===== config.mk =====
export PLATFORM = sky130hd
export DESIGN_NAME = fph_digit_div
export DESIGN_NICKNAME = d
export VERILOG_FILES = /design/src/rtl/core/fph_pkg.sv /design/src/rtl/core/fph_digit_div.sv
export SDC_FILE = /design/constraint.sdc
export NUM_CORES = 2
export LEC_CHECK = 0
export ABC_AREA = 1
export BUFFER_PORTS_ARGS = -buffer_cell sky130_fd_sc_hd__clkbuf_2
export CORE_MARGIN = 1
export CORE_UTILIZATION = 40
export DETAILED_ROUTE_END_ITERATION = 10
export GPL_TIMING_DRIVEN = 0
export PLACE_DENSITY = 0.68
export SKIP_CTS_REPAIR_TIMING = 1
export SYNTH_ARGS = -nofsm -noshare
export SYNTH_HDL_FRONTEND = slang
export SYNTH_SLANG_ARGS = --single-unit
export TNS_END_PERCENT = 50

===== constraint.sdc =====
create_clock -name aclk -period 6.8 [get_ports aclk]
set_input_delay 0.68 -clock aclk [delete_from_list [all_inputs] [get_ports aclk]]
set_output_delay 0.68 -clock aclk [all_outputs]
set_load 0.005 [all_outputs]

===== src/rtl/core/fph_pkg.sv =====
`timescale 1ns / 1ps

package fph_pkg;

    localparam int NUM_DIMS  = 32;
    localparam int DIM_W     = 5;
    localparam int IDX_W     = 31;
    localparam int FRAC_W    = 32;
    localparam int PRIME_W   = 8;
    localparam int NUM_W     = IDX_W + PRIME_W;
    localparam int RECIP_W   = IDX_W + 1;
    localparam int PROD_W    = IDX_W + RECIP_W;
    localparam int SHIFT_W   = $clog2(NUM_W + 1);
    localparam int SIEVE_LIM = 8 * NUM_DIMS + 16;
    localparam int DIM_IDX_W = (NUM_DIMS > 1) ? $clog2(NUM_DIMS) : 1;
    localparam int FAURE_LVL = 24;

    typedef logic [NUM_DIMS-1:0][PRIME_W-1:0] prime_tab_t;

    // sieve for the first NUM_DIMS primes
    function automatic prime_tab_t build_primes();
        prime_tab_t tab;
        bit         comp [SIEVE_LIM];
        int         cnt;
        tab = '0;
        cnt = 0;
        for (int i = 0; i < SIEVE_LIM; i++) begin
            comp[i] = 1'b0;
        end
        for (int i = 2; i < SIEVE_LIM; i++) begin
            if (!comp[i]) begin
                if (cnt < NUM_DIMS) begin
                    tab[cnt] = PRIME_W'(i);
                end
                cnt++;
                for (int j = i + i; j < SIEVE_LIM; j += i) begin
                    comp[j] = 1'b1;
                end
            end
        end
        return tab;
    endfunction

    localparam prime_tab_t PRIMES = build_primes();

    function automatic int perm_total(prime_tab_t p);
        int sum;
        sum = 0;
        for (int d = 0; d < NUM_DIMS; d++) begin
            sum += int'(p[d]);
        end
        return sum;
    endfunction

    localparam int PERM_DEPTH = perm_total(PRIMES);
    localparam int ADDR_W     = $clog2(PERM_DEPTH);

    typedef logic [NUM_DIMS-1:0][ADDR_W-1:0]   offset_tab_t;
    typedef logic [NUM_DIMS-1:0][RECIP_W-1:0]  recip_tab_t;
    typedef logic [NUM_DIMS-1:0][SHIFT_W-1:0]  shift_tab_t;
    typedef logic [PERM_DEPTH-1:0][PRIME_W-1:0] perm_rom_t;

    function automatic offset_tab_t build_offsets(prime_tab_t p);
        offset_tab_t tab;
        int          off;
        off = 0;
        for (int d = 0; d < NUM_DIMS; d++) begin
            tab[d] = ADDR_W'(off);
            off += int'(p[d]);
        end
        return tab;
    endfunction

    // digit divide runs as n * recip >> shift, shift = IDX_W + clog2(base)
    function automatic shift_tab_t build_shifts(prime_tab_t p);
        shift_tab_t tab;
        for (int d = 0; d < NUM_DIMS; d++) begin
            tab[d] = SHIFT_W'(IDX_W + $clog2(int'(p[d])));
        end
        return tab;
    endfunction

    // recip = floor(2^shift / base), bitwise long division
    function automatic recip_tab_t build_recips(prime_tab_t p);
        recip_tab_t  tab;
        logic [63:0] dvd;
        logic [63:0] quo;
        longint      rem;
        longint      b;
        for (int d = 0; d < NUM_DIMS; d++) begin
            b   = longint'(p[d]);
            dvd = 64'd1 << (IDX_W + $clog2(int'(p[d])));
            quo = '0;
            rem = 0;
            for (int i = 63; i >= 0; i--) begin
                rem = (rem << 1) | longint'(dvd[i]);
                if (rem >= b) begin
                    rem    = rem - b;
                    quo[i] = 1'b1;
                end
            end
            tab[d] = RECIP_W'(quo);
        end
        return tab;
    endfunction

    // faure permutation, recursion unrolled into a descent and an unwind
    function automatic int faure_map(int b, int k);
        int base;
        int kk;
        int depth;
        int v;
        int h;
        int m;
        bit odd_l [FAURE_LVL];
        int par   [FAURE_LVL];
        base  = b;
        kk    = k;
        depth = 0;
        v     = -1;
        for (int i = 0; i < FAURE_LVL; i++) begin
            odd_l[i] = 1'b0;
            par[i]   = 0;
        end
        for (int i = 0; i < FAURE_LVL; i++) begin
            if (v < 0) begin
                if (base <= 2) begin
                    v = kk & 1;
                end else if ((base & 1) == 0) begin
                    h            = base >> 1;
                    odd_l[depth] = 1'b0;
                    par[depth]   = (kk >= h) ? 1 : 0;
                    kk           = (kk >= h) ? kk - h : kk;
                    base         = h;
                    depth++;
                end else begin
                    m = (base - 1) >> 1;
                    if (kk == m) begin
                        v = m;
                    end else begin
                        odd_l[depth] = 1'b1;
                        par[depth]   = m;
                        kk           = (kk < m) ? kk : kk - 1;
                        base         = base - 1;
                        depth++;
                    end
                end
            end
        end
        for (int i = FAURE_LVL - 1; i >= 0; i--) begin
            if (i < depth) begin
                if (odd_l[i]) begin
                    v = v + ((v >= par[i]) ? 1 : 0);
                end else begin
                    v = 2 * v + par[i];
                end
            end
        end
        return v;
    endfunction

    function automatic perm_rom_t build_perm_rom(prime_tab_t p);
        perm_rom_t rom;
        int        off;
        int        b;
        rom = '0;
        off = 0;
        for (int d = 0; d < NUM_DIMS; d++) begin
            b = int'(p[d]);
            for (int k = 0; k < b; k++) begin
                rom[off + k] = PRIME_W'(faure_map(b, k));
            end
            off += b;
        end
        return rom;
    endfunction

    localparam offset_tab_t OFFSETS  = build_offsets(PRIMES);
    localparam shift_tab_t  SHIFTS   = build_shifts(PRIMES);
    localparam recip_tab_t  RECIPS   = build_recips(PRIMES);
    localparam perm_rom_t   PERM_ROM = build_perm_rom(PRIMES);

endpackage


===== src/rtl/core/fph_digit_div.sv =====
`timescale 1ns / 1ps

module fph_digit_div (
    input  logic                        aclk,
    input  logic                        ld,
    input  logic [fph_pkg::IDX_W-1:0]   n,
    input  logic [fph_pkg::PRIME_W-1:0] base,
    input  logic [fph_pkg::RECIP_W-1:0] recip,
    input  logic [fph_pkg::SHIFT_W-1:0] shift,
    output logic [fph_pkg::IDX_W-1:0]   quo,
    output logic [fph_pkg::PRIME_W-1:0] rem
);
    import fph_pkg::*;

    logic [PROD_W-1:0]  prod_reg;
    logic [PROD_W-1:0]  prod_shr;
    logic [IDX_W-1:0]   q0;
    logic [NUM_W-1:0]   q0_b;
    logic [NUM_W-1:0]   r0_w;
    logic [PRIME_W:0]   r0;
    logic               fix;

    always_ff @(posedge aclk) begin
        if (ld) begin
            prod_reg <= PROD_W'(n) * PROD_W'(recip);
        end
    end

    // estimate is floor or one below it
    always_comb begin
        prod_shr = prod_reg >> shift;
        q0       = prod_shr[IDX_W-1:0];
        q0_b     = NUM_W'(q0) * NUM_W'(base);
        r0_w     = NUM_W'(n) - q0_b;
        r0       = r0_w[PRIME_W:0];
        fix      = (r0 >= {1'b0, base});
        quo      = q0 + IDX_W'(fix);
        rem      = fix ? PRIME_W'(r0 - {1'b0, base}) : r0[PRIME_W-1:0];
    end

endmodule


# Yosys cells after proc, flatten, opt, wreduce, memory -nomap -nowiden
# Cells that the tools add are included.
dict set report word_totals {
  ff_bits 63
  inputBits 79
  output_inout_bits 39
}
dict set report classes {
  add_sub_neg 3
  n_mul 2
  magnitude_cmp 1
  shift 1
  mux 1
}
# operator n
set ops {}
lappend ops {{$mul 31x32->63} 1}
lappend ops {{$shr 63x6->31} 1}
lappend ops {{$add 31x1->31} 1}
lappend ops {{$mul 31x8->9} 1}
lappend ops {{$ge 9x8->1} 1}
lappend ops {{$sub 9x9->9} 1}
lappend ops {{$mux 8} 1}
lappend ops {{$sub 8x8->8} 1}

# Depth between registers and ports, before layout
dict set report logic_depth {
  word_depth 5
  ltp_mapped 47
}

# Worst setup path after synthesis
# No wires, ideal clock.
dict set report synth_path {
  path_kind {input to output}
  start {input port shift[0] (netlist name)}
  end {output port quo[16] (netlist name)}
  arrival_time_ps 6611
  required_time_ps 6120
  setup_slack_ps -491
  cell_stages 39
  cell_sequence {buf_6 > inv_8 > buf_8 > nand2_2 > nand3_1 > nand3_1 > nand3_1 > nand3_1 > nand2_1 > nand2_2 > nand2_4 > inv_1 > nor2_1 > fa_1 > ha_1 > ha_1 > inv_1 > fa_1 > [3 not listed] > xor2_1 > inv_1 > ha_1 > a21oi_1 > o21ai_0 > a21oi_1 > nor2_1 > nor3_2 > nand2_4 > ha_1 > ha_1 > nand3_4 > nor2_4 > nand3_2 > nor2_4 > nand2_1 > nor2_1 > xor2_1}
}
dict set report synth_via {
  elab_chain_cells 5
}
# element line
set synth_lines {}
lappend synth_lines {{from (decl)} fph_digit_div.sv:9} ;# input logic [fph_pkg::SHIFT_W-1:0] shift,
lappend synth_lines {{$shr 63x6->31 (*)} fph_digit_div.sv:31} ;# prod_shr = prod_reg >> shift;
lappend synth_lines {{$mul 31x8->9} fph_digit_div.sv:33} ;# q0_b = NUM_W'(q0) * NUM_W'(base);
lappend synth_lines {{$sub 9x9->9} fph_digit_div.sv:34} ;# r0_w = NUM_W'(n) - q0_b;
lappend synth_lines {{$ge 9x8->1} fph_digit_div.sv:36} ;# fix = (r0 >= {1'b0, base});
lappend synth_lines {{$add 31x1->31 (*)} fph_digit_div.sv:37} ;# quo = q0 + IDX_W'(fix);
lappend synth_lines {{to (decl)} fph_digit_div.sv:10} ;# output logic [fph_pkg::IDX_W-1:0] quo,
# Mark *: on every way between the ends. The rest lies on a longest branch, timed or not.

# Final worst setup path
# Same ends and word-level chain as after synthesis.

==> results by stage <==
Status:
- The run finished, with violations left.
- The final reports fail on setup timing.

Logic synthesis:
- The net count of the mapped netlist is 6702.
- After synthesis, the largest family of logic cells by area is adder cells.
- Of the total synthesized cell area, the portion taken by full adders, half adders and majority gates is 52.20%.
- In this run the mean area of a mapped cell was 7.543 um2.
- For this run, the leading register cell type out of synthesis is edfxtp_1.
- In this run, distinct cell masters in the synthesized netlist total 51.
- The share of the Yosys chip area taken by registers is 4.607%.
- The number of enable-type register cells in the synthesized netlist is 63.
- The cell type with the largest total area after synthesis is fa_1.
- Summing the areas of all compound-gate instances in the mapped netlist gives 3.330% of the synthesized area.
- Of the post-synthesis cell area, the part taken by muxes is 0%.
- The synthesized-area fraction occupied by xor and xnor cells is 2.282%.
- Yosys attributes the largest share of cell area to fa_1 43%, inv_1 14%, nand2_1 13%.
- During synthesis, Yosys emitted a total of 0 warnings.
- The flip-flop and latch count after synthesis is 63.
- The cell count after synthesis came out at around 5400.
- The share of synthesized area in the top cell type comes to 43.39%.
- After synthesis the cells add up to about 41000 um2.
- The fraction of synthesis flops using an asynchronous set or reset pin is 0%.
- After Yosys synthesis, and, or, nand and nor cells account for 20.82% of the synthesized area.

Min path:
- The worst min-delay path class is primary input to register.
- The startpoint identified for the worst hold timing path is recip[0].
- The endpoint of the worst hold path is prod_reg[0].
- The worst hold path depth is 3.

Floorplanning:
- The die is 322.4 um tall.
- The I/O pin total is 118.
- The overall die area is 103900 um2.
- The floorplan step set the die width to 322.4 um.
- The row count is 117.
- The core area is 101700 um2.
- The initial standard-cell utilization of the core is 40.36%.

Critical path:
- The arrival time of data at the critical path endpoint is ~6.8 ns.
- The required arrival time at the worst endpoint is 6.12 ns.
- The largest stage delay on the critical path is 0.55 ns.
- The worst setup path is launched from a primary input.
- The worst setup path is captured at a primary output.
- The slowest stage cell on the critical path is fa_1.
- The category of the critical setup timing path is primary input to primary output.
- The critical-path maximum fanout is 7.

Clock network:
- Clock-pin slew was measured on the worst setup and hold paths at 0.06 ns.
- The total number of clock tree sinks is 63.
- CTS built an H-tree with a depth of 3.
- Buffers inserted during clock tree synthesis total 9.
- TritonCTS built the clock tree.
- The clock passes through at most 2 buffers.
- The root cell of the clock tree is clkbuf_16.

Cells and area:
- The post-layout net count is 6973.
- The post-route netlist has 20.31% of its cells at a drive strength greater than 1.
- The final cell count without fillers is 7089.
- The share of the core filled with cells in the final layout is 49.54%.
- The number of filler cells placed in the layout is 9781.
- The number of flip-flops under the largest register name is 63.
- The area added between synthesis and finish is 22.76%.

Drt:
- The mean routed wirelength per cell is 24.71 um.
- For this run, the detailed router's first-pass iteration total came to 8.
- The via density per instance is 5.340.
- For this block, the routed nets add up to 175200 um of wire.
- In this run, the number of DRC markers left after iteration 0 of detailed routing was 3553.
- The vias after detailed routing is 37850.
- In this run the remaining antenna-violating nets after routing total 0.
- The remaining routing DRC violations is 0.

Place:
- The cell count after placement is between 6000 and 7000.
- The placer congestion estimate is 1.038.
- The detailed placer's ending HPWL is 140100 um.
- The number of I/O port buffers is around 100.
- The placement-stage worst setup slack is -1.817 ns.

STA:
- The final hold violation count is 0.
- The number of pins with negative max-slew slack in the final report is 0.
- Setup violations remaining at the end of the flow were counted as 55.
- For the finished layout, the period the worst path requires is 7.459 ns.
- Across all setup checks in the final design, the least slack found is -0.6586 ns.
- For this run, the top clock speed supported by timing is 134.1 MHz.
- The share of the cycle needed by the critical path after routing is 109.7%.
- The transition time at the pin with the least slew margin is 0.9591 ns.
- Measured against its own limit, the worst slew margin works out to about 36%.
- Setup repair after global routing could not meet its margin everywhere.

Global routing:
- The first global-routing pass estimated between 200000 and 250000 um of wire.
- Global routing used between 30 and 40% of the available tracks across all layers.
- Entering global routing, the biggest net connects 64 pins.
- The final global-route overflow total is 0.
- The via count of the first global-routing pass was approximately 38000.
- The number of antenna violations at the first check in global routing was 5.

Flow run:
- Max-cap violations in this run came to 0.
placed cells by master (no fill, tap or decap), drive strengths merged:
cell type	netlist	final
a211oi	2	2
a21boi	2	2
a21o	3	3
a21oi	113	113
a22oi	1	1
a31oi	27	27
a32o	2	2
a32oi	3	3
and3	3	3
buf	72	409
bufinv	0	1
clkbuf	193	124
clkinv	1	4
clkinvlp	0	5
diode	0	1
edfxtp	63	63
fa	890	890
ha	289	289
inv	1524	1523
nand2	1461	1461
nand3	414	414
nand3b	4	4
nand4	12	12
nor2	151	151
nor3	16	16
nor4	4	4
o2111ai	2	2
o211ai	7	7
o21a	10	10
o21ai	53	53
o221ai	7	7
o22ai	1	1
o311ai	2	2
o31ai	3	3
or2	2	2
xnor2	36	36
xor2	71	71
final cells by class:
type	instances	area (um2)	area share, %
clock inverters	7	72.57	0.1440
well taps	1368	1712	3.396
clock buffers	9	225.2	0.4468
flip-flops and latches	63	1892	3.753
inverters	1525	5807	11.52
plain buffers	263	3452	6.849
multi-input cells	3591	35010	69.45
diodes	1	2.502	0.004965
repair inverters	1	16.27	0.03227
repair buffers	261	2218	4.401
layer usage:
metal	part of all wire (%)	global-route usage, %	vias up
li1	-	-	16330
met1	37	41.66	18710
met2	45	52.80	2272
met3	11	7.026	536
met4	7.1	16.50	8
met5	0.032	0	-
cells in the mapped netlist, types with 2 or more instances:
cell type,n
a211oi_1,2
a21boi_0,2
a21o_1,3
a21oi_1,113
a31oi_1,27
a32o_1,2
a32oi_1,3
and3_1,3
buf_1,24
buf_2,32
buf_4,3
buf_6,11
buf_8,2
clkbuf_1,193
edfxtp_1,63
fa_1,890
ha_1,289
inv_1,1516
inv_2,7
nand2_1,1428
nand2_2,29
nand2_4,4
nand3_1,408
nand3_2,5
nand3b_1,4
nand4_1,12
nor2_1,147
nor2_4,3
nor3_1,12
nor3_2,4
nor4_1,4
o2111ai_1,2
o211ai_1,7
o21a_1,10
o21ai_0,46
o21ai_1,6
o221ai_1,7
o311ai_0,2
o31ai_1,2
xnor2_1,36
xor2_1,71
how the worst max path moves through the flow:
stage	start	end	slack (ns)	cells after the start
floorplan	n[6]	prod_reg[47]	-0.03	29
global placement	n[9]	prod_reg[61]	-1.80	24
detailed placement	n[9]	prod_reg[61]	-1.82	24
CTS	n[9]	prod_reg[61]	-1.48	24
global route	shift[0]	quo[24]	-0.93	34
finish	shift[0]	quo[16]	-0.66	35
cells by family (layout without fill, tap and decap cells):
kind of cell / after synthesis / count (layout)
and+or+nand+nor: 2067 / 2067
buffers and inverters: 1790 / 2066
adders and majority gates: 1179 / 1179
AOI/OAI and AO/OA: 238 / 238
xor gates and xnor gates: 107 / 107
DFF: 63 / 63
other: 0 / 1
per-stage QoR:
stage / cell area (um2) / TNS, ns / hold WS [ns]
after floorplan: 41650 / -0.07396 / 0.7925
after global placement: 43880 / -98.41 / 1.102
after detailed placement: 43880 / -98.30 / 1.109
after CTS: 44180 / -82.64 / 0.7570
after global routing: 50400 / -29.20 / 0.7768
final: 50410 / -18.09 / 0.7519
worst max-delay path, delay by kind of cell:
family / cells / cell delay [ns]
AOI/OAI and AO/OA: 1 / 0.08
adders and majority gates: 8 / 2.82
xor gates and xnor gates: 2 / 0.28
and+or+nand+nor: 18 / 2.07
buffers and inverters: 6 / 0.80
Power is not shown: default switching activity piles up to over one toggle a cycle in this logic, so the estimate is an artifact.
