$ cat src/rtl/core/fph_pkg.sv
`timescale 1ns / 1ps

package fph_pkg;

    localparam int NUM_DIMS  = 32;
    localparam int DIM_W     = 5;
    localparam int IDX_W     = 31;
    localparam int FRAC_W    = 32;
    localparam int PRIME_W   = 8;
    localparam int NUM_W     = IDX_W + PRIME_W;
    localparam int RECIP_W   = IDX_W + 1;
    localparam int PROD_W    = IDX_W + RECIP_W;
    localparam int SHIFT_W   = $clog2(NUM_W + 1);
    localparam int SIEVE_LIM = 8 * NUM_DIMS + 16;
    localparam int DIM_IDX_W = (NUM_DIMS > 1) ? $clog2(NUM_DIMS) : 1;
    localparam int FAURE_LVL = 24;

    typedef logic [NUM_DIMS-1:0][PRIME_W-1:0] prime_tab_t;

    // sieve for the first NUM_DIMS primes
    function automatic prime_tab_t build_primes();
        prime_tab_t tab;
        bit         comp [SIEVE_LIM];
        int         cnt;
        tab = '0;
        cnt = 0;
        for (int i = 0; i < SIEVE_LIM; i++) begin
            comp[i] = 1'b0;
        end
        for (int i = 2; i < SIEVE_LIM; i++) begin
            if (!comp[i]) begin
                if (cnt < NUM_DIMS) begin
                    tab[cnt] = PRIME_W'(i);
                end
                cnt++;
                for (int j = i + i; j < SIEVE_LIM; j += i) begin
                    comp[j] = 1'b1;
                end
            end
        end
        return tab;
    endfunction

    localparam prime_tab_t PRIMES = build_primes();

    function automatic int perm_total(prime_tab_t p);
        int sum;
        sum = 0;
        for (int d = 0; d < NUM_DIMS; d++) begin
            sum += int'(p[d]);
        end
        return sum;
    endfunction

    localparam int PERM_DEPTH = perm_total(PRIMES);
    localparam int ADDR_W     = $clog2(PERM_DEPTH);

    typedef logic [NUM_DIMS-1:0][ADDR_W-1:0]   offset_tab_t;
    typedef logic [NUM_DIMS-1:0][RECIP_W-1:0]  recip_tab_t;
    typedef logic [NUM_DIMS-1:0][SHIFT_W-1:0]  shift_tab_t;
    typedef logic [PERM_DEPTH-1:0][PRIME_W-1:0] perm_rom_t;

    function automatic offset_tab_t build_offsets(prime_tab_t p);
        offset_tab_t tab;
        int          off;
        off = 0;
        for (int d = 0; d < NUM_DIMS; d++) begin
            tab[d] = ADDR_W'(off);
            off += int'(p[d]);
        end
        return tab;
    endfunction

    // digit divide runs as n * recip >> shift, shift = IDX_W + clog2(base)
    function automatic shift_tab_t build_shifts(prime_tab_t p);
        shift_tab_t tab;
        for (int d = 0; d < NUM_DIMS; d++) begin
            tab[d] = SHIFT_W'(IDX_W + $clog2(int'(p[d])));
        end
        return tab;
    endfunction

    // recip = floor(2^shift / base), bitwise long division
    function automatic recip_tab_t build_recips(prime_tab_t p);
        recip_tab_t  tab;
        logic [63:0] dvd;
        logic [63:0] quo;
        longint      rem;
        longint      b;
        for (int d = 0; d < NUM_DIMS; d++) begin
            b   = longint'(p[d]);
            dvd = 64'd1 << (IDX_W + $clog2(int'(p[d])));
            quo = '0;
            rem = 0;
            for (int i = 63; i >= 0; i--) begin
                rem = (rem << 1) | longint'(dvd[i]);
                if (rem >= b) begin
                    rem    = rem - b;
                    quo[i] = 1'b1;
                end
            end
            tab[d] = RECIP_W'(quo);
        end
        return tab;
    endfunction

    // faure permutation, recursion unrolled into a descent and an unwind
    function automatic int faure_map(int b, int k);
        int base;
        int kk;
        int depth;
        int v;
        int h;
        int m;
        bit odd_l [FAURE_LVL];
        int par   [FAURE_LVL];
        base  = b;
        kk    = k;
        depth = 0;
        v     = -1;
        for (int i = 0; i < FAURE_LVL; i++) begin
            odd_l[i] = 1'b0;
            par[i]   = 0;
        end
        for (int i = 0; i < FAURE_LVL; i++) begin
            if (v < 0) begin
                if (base <= 2) begin
                    v = kk & 1;
                end else if ((base & 1) == 0) begin
                    h            = base >> 1;
                    odd_l[depth] = 1'b0;
                    par[depth]   = (kk >= h) ? 1 : 0;
                    kk           = (kk >= h) ? kk - h : kk;
                    base         = h;
                    depth++;
                end else begin
                    m = (base - 1) >> 1;
                    if (kk == m) begin
                        v = m;
                    end else begin
                        odd_l[depth] = 1'b1;
                        par[depth]   = m;
                        kk           = (kk < m) ? kk : kk - 1;
                        base         = base - 1;
                        depth++;
                    end
                end
            end
        end
        for (int i = FAURE_LVL - 1; i >= 0; i--) begin
            if (i < depth) begin
                if (odd_l[i]) begin
                    v = v + ((v >= par[i]) ? 1 : 0);
                end else begin
                    v = 2 * v + par[i];
                end
            end
        end
        return v;
    endfunction

    function automatic perm_rom_t build_perm_rom(prime_tab_t p);
        perm_rom_t rom;
        int        off;
        int        b;
        rom = '0;
        off = 0;
        for (int d = 0; d < NUM_DIMS; d++) begin
            b = int'(p[d]);
            for (int k = 0; k < b; k++) begin
                rom[off + k] = PRIME_W'(faure_map(b, k));
            end
            off += b;
        end
        return rom;
    endfunction

    localparam offset_tab_t OFFSETS  = build_offsets(PRIMES);
    localparam shift_tab_t  SHIFTS   = build_shifts(PRIMES);
    localparam recip_tab_t  RECIPS   = build_recips(PRIMES);
    localparam perm_rom_t   PERM_ROM = build_perm_rom(PRIMES);

endpackage

$ cat src/rtl/core/fph_frac_div.sv
`timescale 1ns / 1ps

module fph_frac_div (
    input  logic                       aclk,
    input  logic                       aresetn,
    input  logic                       start,
    input  logic [fph_pkg::NUM_W-1:0]  num,
    input  logic [fph_pkg::NUM_W-1:0]  den,
    output logic                       busy,
    output logic [fph_pkg::FRAC_W-1:0] quo
);
    import fph_pkg::*;

    localparam int CNT_W = $clog2(FRAC_W + 1);

    logic [NUM_W-1:0]  rem_reg,  rem_next;
    logic [NUM_W-1:0]  den_reg,  den_next;
    logic [FRAC_W-1:0] quo_reg,  quo_next;
    logic [CNT_W-1:0]  cnt_reg,  cnt_next;
    logic              busy_reg, busy_next;
    logic [NUM_W:0]    rem_sh;
    logic              take;

    // restoring division, one quotient bit per cycle; num < den always
    always_comb begin
        rem_next  = rem_reg;
        den_next  = den_reg;
        quo_next  = quo_reg;
        cnt_next  = cnt_reg;
        busy_next = busy_reg;
        rem_sh    = {rem_reg, 1'b0};
        take      = (rem_sh >= {1'b0, den_reg});
        if (start) begin
            rem_next  = num;
            den_next  = den;
            quo_next  = '0;
            cnt_next  = CNT_W'(FRAC_W);
            busy_next = 1'b1;
        end else if (busy_reg) begin
            rem_next  = take ? NUM_W'(rem_sh - {1'b0, den_reg}) : rem_sh[NUM_W-1:0];
            quo_next  = {quo_reg[FRAC_W-2:0], take};
            cnt_next  = cnt_reg - CNT_W'(1);
            busy_next = (cnt_reg != CNT_W'(1));
        end
    end

    always_ff @(posedge aclk) begin
        if (!aresetn) begin
            busy_reg <= 1'b0;
            cnt_reg  <= '0;
        end else begin
            busy_reg <= busy_next;
            cnt_reg  <= cnt_next;
        end
    end

    always_ff @(posedge aclk) begin
        rem_reg <= rem_next;
        den_reg <= den_next;
        quo_reg <= quo_next;
    end

    assign busy = busy_reg;
    assign quo  = quo_reg;

endmodule

$ cat config.mk
export PLATFORM = sky130hd
export DESIGN_NAME = fph_frac_div
export DESIGN_NICKNAME = d
export VERILOG_FILES = /design/src/rtl/core/fph_pkg.sv /design/src/rtl/core/fph_frac_div.sv
export SDC_FILE = /design/constraint.sdc
export NUM_CORES = 1
export LEC_CHECK = 0
export BUFFER_PORTS_ARGS = -buffer_cell sky130_fd_sc_hd__buf_2
export CORE_ASPECT_RATIO = 1.25
export CORE_UTILIZATION = 35
export CTS_BUF_LIST = sky130_fd_sc_hd__clkbuf_8
export CTS_CLUSTER_DIAMETER = 200
export DETAILED_ROUTE_END_ITERATION = 8
export HOLD_SLACK_MARGIN = 0.08
export PLACE_DENSITY = 0.55
export SLEW_MARGIN = 20
export SYNTH_ARGS = -nofsm -noshare
export SYNTH_HDL_FRONTEND = slang
export SYNTH_SLANG_ARGS = --single-unit
export TNS_END_PERCENT = 50
$ cat constraint.sdc
create_clock -name aclk -period 6.9 [get_ports aclk]
set_input_delay 1.725 -clock aclk [delete_from_list [all_inputs] [get_ports aclk]]
set_output_delay 1.725 -clock aclk [all_outputs]
set_load 0.01 [all_outputs]
# Word-level counts from Yosys, hierarchy flattened
# Index checks and enable logic that the tools add are counted.
[classes]
eq_ne = 1
magnitude_cmp = 1
n_reduce_logical = 2
n_mux = 7
bitwise_logic = 1
addsub = 2
[op_table]
columns = ["operator", "count"]
rows = [
  ["$mux 39", 3],
  ["$ge 40x39->1", 1],
  ["$sub 39x39->39", 1],
  ["$mux 6", 2],
  ["$ne 6x1->1 const B", 1],
  ["$sub 6x1->6 const B", 1],
  ["$mux 1", 2],
  ["$reduce_bool 2->1", 1],
  ["$reduce_or 2->1", 1],
  ["$not 1->1", 1],
]
[word_totals]
input_bits = 81
regBits = 117

# Logic depth before layout (Yosys ltp)
[logic_depth]
depth_word = 4
depth_mapped = 13
depth_no_buf = 11

# Least setup slack after synthesis
# OpenSTA, ideal clock, no wires.
[synth_timing]
path_type = "in2reg"
start = "in start"
end = "reg rem_reg[0] (enable)"
stages = 3
n_path_buf = 2
path_slack_ps = 3684
setup_ps = 379
t_arrival_ps = 2837
cell_sequence = "clkbuf_1 -> clkbuf_1 -> or2_2"
[synth_via]
elab_chain_cells = 1
[synth_rtl]
columns = ["element", "line_no", "source"]
rows = [
  ["from (decl)", "fph_frac_div.sv:6", "input logic start,"],
  ["$reduce_bool 2->1 (no source line)", "n/a", ""],
  ["to (signal assigned)", "fph_frac_div.sv:58", "rem_reg <= rem_next;"],
  ["to (decl)", "fph_frac_div.sv:16", "logic [NUM_W-1:0] rem_reg, rem_next;"],
]
# Every way passes these cells.
# A chain may end at the register's enable or synchronous reset.

# Worst setup path after layout
[layout_timing]
start = "reg rem_reg[0]"
end = "reg rem_reg[31] (data pin)"
[layout_via]
elab_chain_cells = 4
elab_cells_between_ends = 5
classes_between = "1 x add/sub; 1 x order compare; 3 x mux"
[layout_rtl]
columns = ["element", "line_no", "source"]
rows = [
  ["$sub 39x39->39 / $ge 40x39->1 (equally long branches)", "fph_frac_div.sv:40, fph_frac_div.sv:32", ""],
  ["$mux 39 (*)", "fph_frac_div.sv:40", "rem_next = take ? NUM_W'(rem_sh - {1'b0, den_reg}) : rem_sh[NUM_W-1:0];"],
  ["$mux 39 (*)", "fph_frac_div.sv:39", "end else if (busy_reg) begin"],
  ["$mux 39 (*)", "fph_frac_div.sv:33", "if (start) begin"],
  ["via rem_next[31]", "fph_frac_div.sv:16", ""],
]
# The timed path passes the listed nets; every way through them passes the cells marked *. The select of a mux whose other input is x is not followed.

==> impl_summary.md <==
Outcome
The run finished with clean final reports.

Yosys
The cell area after synthesis is ~7100 sq um. The number of flops mapped to enable cells by yosys is between 70 and 80. By area the synthesized netlist is led by sky130_fd_sc_hd__edfxtp_1 33%, sky130_fd_sc_hd__dfxtp_1 11%, sky130_fd_sc_hd__mux2i_1 7.6%.

The count of state elements after synthesis is 117. The synthesized design spends more area on one cell type than any other, namely sky130_fd_sc_hd__edfxtp_1. The warning count from the yosys run is 0. The share of the yosys chip area belonging to registers is roughly 44%. In this run the biggest area consumer among cell types represents 33.0% of the synthesized area. The most used flip-flop cell after synthesis is sky130_fd_sc_hd__edfxtp_1. Averaged over all synthesized cells, the footprint is 9.95 sq um. In this run, distinct cell masters in the synthesized netlist total 70. After synthesis, the share of flip-flops with an asynchronous set or reset is 0%. Counting instances in the post-synthesis netlist gives the leading cell types as 78 x sky130_fd_sc_hd__edfxtp_1, 60 x sky130_fd_sc_hd__nand2_1, 54 x sky130_fd_sc_hd__mux2i_1, 54 x sky130_fd_sc_hd__nor2_1, 53 x sky130_fd_sc_hd__inv_1.

Synthesis produced a netlist whose cell count is between 700 and 800. Among all cell types in the netlist, the one instantiated most often is sky130_fd_sc_hd__edfxtp_1. The number of nets handed over by synthesis was 836.

Clock tree
The clock passes through at most 2 buffers. TritonCTS built the clock tree. The clock transition at the register clock pins on the worst setup and hold paths after CTS is approximately 0.1 ns. The number of buffers added to fix hold violations after cts is 0. Clock tree synthesis inserted a total of 17 buffers. The sink count of the clock tree is 117. The clock insertion delay at the later pin of the skew report is around 0.45 ns. The maximum level of the CTS H-tree is 4.

The buffer cell driving the clock tree root is sky130_fd_sc_hd__clkbuf_8. Buffers added to address setup during post-CTS repair amount to 0. Once the clock tree was built, the resizer swapped 0 gates to a different size.

Worst setup path
The critical path launch point type is a flip-flop. The critical register-to-register path startpoint is rem_reg[0]$_DFFE_PP_. The number of buffers and inverters on the critical path is 1.

The peak fanout along the critical path is 35. In this run the critical register-to-register path is captured at rem_reg[31]$_DFFE_PP_. The kind of cell adding the most delay to the critical path is compound AO/OA/AOI/OAI gates. The standard cell with the maximum stage delay on the critical path is sky130_fd_sc_hd__fa_1.

STA classifies the critical path endpoint as a flip-flop. Walking the worst path, the cells encountered are fa_1 > a21oi_1 > o21ai_1 > a31oi_4 > o31ai_4 > o41ai_2 > a41oi_4 > buf_4 > nand3b_1 > mux2i_1 > a211o_1. STA puts the critical path data arrival time at ~4 ns. For the worst flop-to-flop path, the logic depth is 11.

The maximum single-stage delay on the critical path is 0.48 ns. The startpoint-to-endpoint class of the critical path is flip-flop to flip-flop. The data required time of the critical path is 7.09 ns.

The register-to-register path setup slack is around 3.2 ns.

Detailed routing
The detail route stage leaves a number of antenna-violating nets equal to 0. The total via count in the routed design is 5542. After detailed routing, the number of vias per cell comes to slightly above 5. The number of design rule violations left after detail routing is 0.

The average detailed-routed wire length per instance is around 15 microns. The final layout contains routed wiring with a total length of around 17 mm. For this block, the initial DRC count from the detailed router was ~290.

The first-pass iteration count of the detailed router is 5.

Min path
The end point of the most critical hold path is cnt_reg[0]$_SDFFE_PP0P_. The count of cells along the worst hold path is 2. The worst hold path belongs to the class flip-flop to flip-flop. In this run the most critical hold path is launched from cnt_reg[0]$_SDFFE_PP0P_.

STA
The clock skew after layout is about 0.020 ns. The final number of max-transition violations is 0. Summed over all failing endpoints, the final setup total negative slack is 0 ns. The final number of setup-violating endpoints is 0. The number of hold violations in the final report is 0. Headroom to the max-slew limit came out at roughly 41%. The ratio of final minimum period to clock period is around 54%.

Setup repair after global routing left no endpoint under its margin. The achievable frequency is roughly 270 MHz. The measured slew at the worst slew-check pin is between 0.8 and 0.9 ns. The minimum clock period is roughly 3.7 ns. Final hold analysis gives a worst-case slack of around 0.5 ns. The post-layout worst setup margin is between 3 and 4 ns.

Die
The number of placement rows is between 50 and 60. The die extent in y is 161 microns. The number of ports placed on the die boundary is 114. From left edge to right edge, the die measures between 100 and 150 microns.

The core outline area is roughly 20000 sq um. Once the floorplan was initialized, standard cells occupied a little over a third of the core. The die covers 20800 sq um.

Power
The power per cell area is 349 nW/um^2. IR analysis of the VDD net gives a maximum drop of 0.000181 V. For this design the static power due to leakage is approximately 3.7 nW. The total design power is 2.87 mW.

Placed design
The placer congestion estimate is around 0.83. The number of port buffers is between 100 and 150. After legalization and detailed placement, the total HPWL measured 11.8 mm.

After detailed placement, the design holds a cell count of 1061. The standard cell area after detailed placement is ~8000 sq um. The worst slack at placement is 3.10 ns.

Finish
The finished cells cover 8240 sq um. The filler cells instantiated in the layout total 2016. The layout overhead on the synthesized area is 16.1%.

The number of cells in the finished layout apart from fillers is 1094. The utilization of the core after routing is 41.9%. The net count reported at finish is 938.

Cells with a size suffix above 1 make up 20.2% of the layout.

GRT
Global routing finished with a remaining overflow of 0. Global routing used between 15 and 20% of the available tracks. The first global-routing pass estimated approximately 27 mm of wire.

Entering global routing, the biggest net connects 87 pins. The initial antenna violation count is 1. The number of global-route vias before repair came to between 5000 and 6000.

Job
Max-cap violations in this run came to 0.
[worst max-delay path by stage]
stage / cells past startpoint / start / end
after detailed placement: 3 / start / rem_reg[20]$_DFFE_PP_
after global placement: 4 / start / rem_reg[26]$_DFFE_PP_
after CTS: 11 / rem_reg[0]$_DFFE_PP_ / rem_reg[31]$_DFFE_PP_
after global routing: 9 / rem_reg[8]$_DFFE_PP_ / rem_reg[17]$_DFFE_PP_
final: 11 / rem_reg[0]$_DFFE_PP_ / rem_reg[31]$_DFFE_PP_
after floorplan: 3 / start / rem_reg[0]$_DFFE_PP_
[cells by family after synthesis]
| logic type | share of synthesized area (%) |
|---|---|
| AND/OR/NAND/NOR | 13.5 |
| AO/OA/AOI/OAI | 18.4 |
| flip-flops | 44.0 |
| buffers and inverters | 5.19 |
| multiplexers | 7.62 |
| adder cells (fa/ha/maj) | 7.51 |
| XOR/XNOR | 3.70 |
[worst min-delay path, cell delays in order, from the launching register on]
cell and delay, ns:
sky130_fd_sc_hd__dfxtp_1 0.34, sky130_fd_sc_hd__nand2b_1 0.07, sky130_fd_sc_hd__a21oi_1 0.06
[per-layer routing]
layer	part of all wire, %	vias to the layer above	global-route usage (%)
met2	48	136	26.9
met3	5.7	25	4.70
met4	1.7	0	5.88
met5	0	-	0
li1	-	2797	-
met1	45	2584	21.2
[where the power goes]
part	leakage (nW)	internal [mW]	switching, mW	total, mW
sequential	1.10	0.886	0.0548	0.941
clock	0.199	0.277	0.351	0.628
combinational	2.42	0.541	0.764	1.31
total	3.72	1.70	1.17	2.87
[final cells by class]
type	count	area (sq um)	area share [%]
antenna	1	2.50	0.0304
clock buffer	18	248	3.01
clock inverter	14	133	1.61
inverter	54	203	2.46
multi-input combinational	509	3610	43.8
sequential	117	3120	37.9
tap	265	332	4.02
timing repair buffer	116	591	7.17
[cell usage in the layout (no fill, tap or decap), types with 18 or more instances in the layout]
| master | n |
|---|---|
| sky130_fd_sc_hd__ha_1 | 41 |
| sky130_fd_sc_hd__nor2_1 | 54 |
| sky130_fd_sc_hd__nand2_1 | 60 |
| sky130_fd_sc_hd__dfxtp_1 | 38 |
| sky130_fd_sc_hd__buf_2 | 112 |
| sky130_fd_sc_hd__inv_1 | 53 |
| sky130_fd_sc_hd__a21o_1 | 36 |
| sky130_fd_sc_hd__o21ai_0 | 42 |
| sky130_fd_sc_hd__clkbuf_8 | 18 |
| sky130_fd_sc_hd__edfxtp_1 | 78 |
| sky130_fd_sc_hd__a21oi_1 | 47 |
| sky130_fd_sc_hd__mux2i_1 | 54 |
Power figures use the tool's default switching activity.
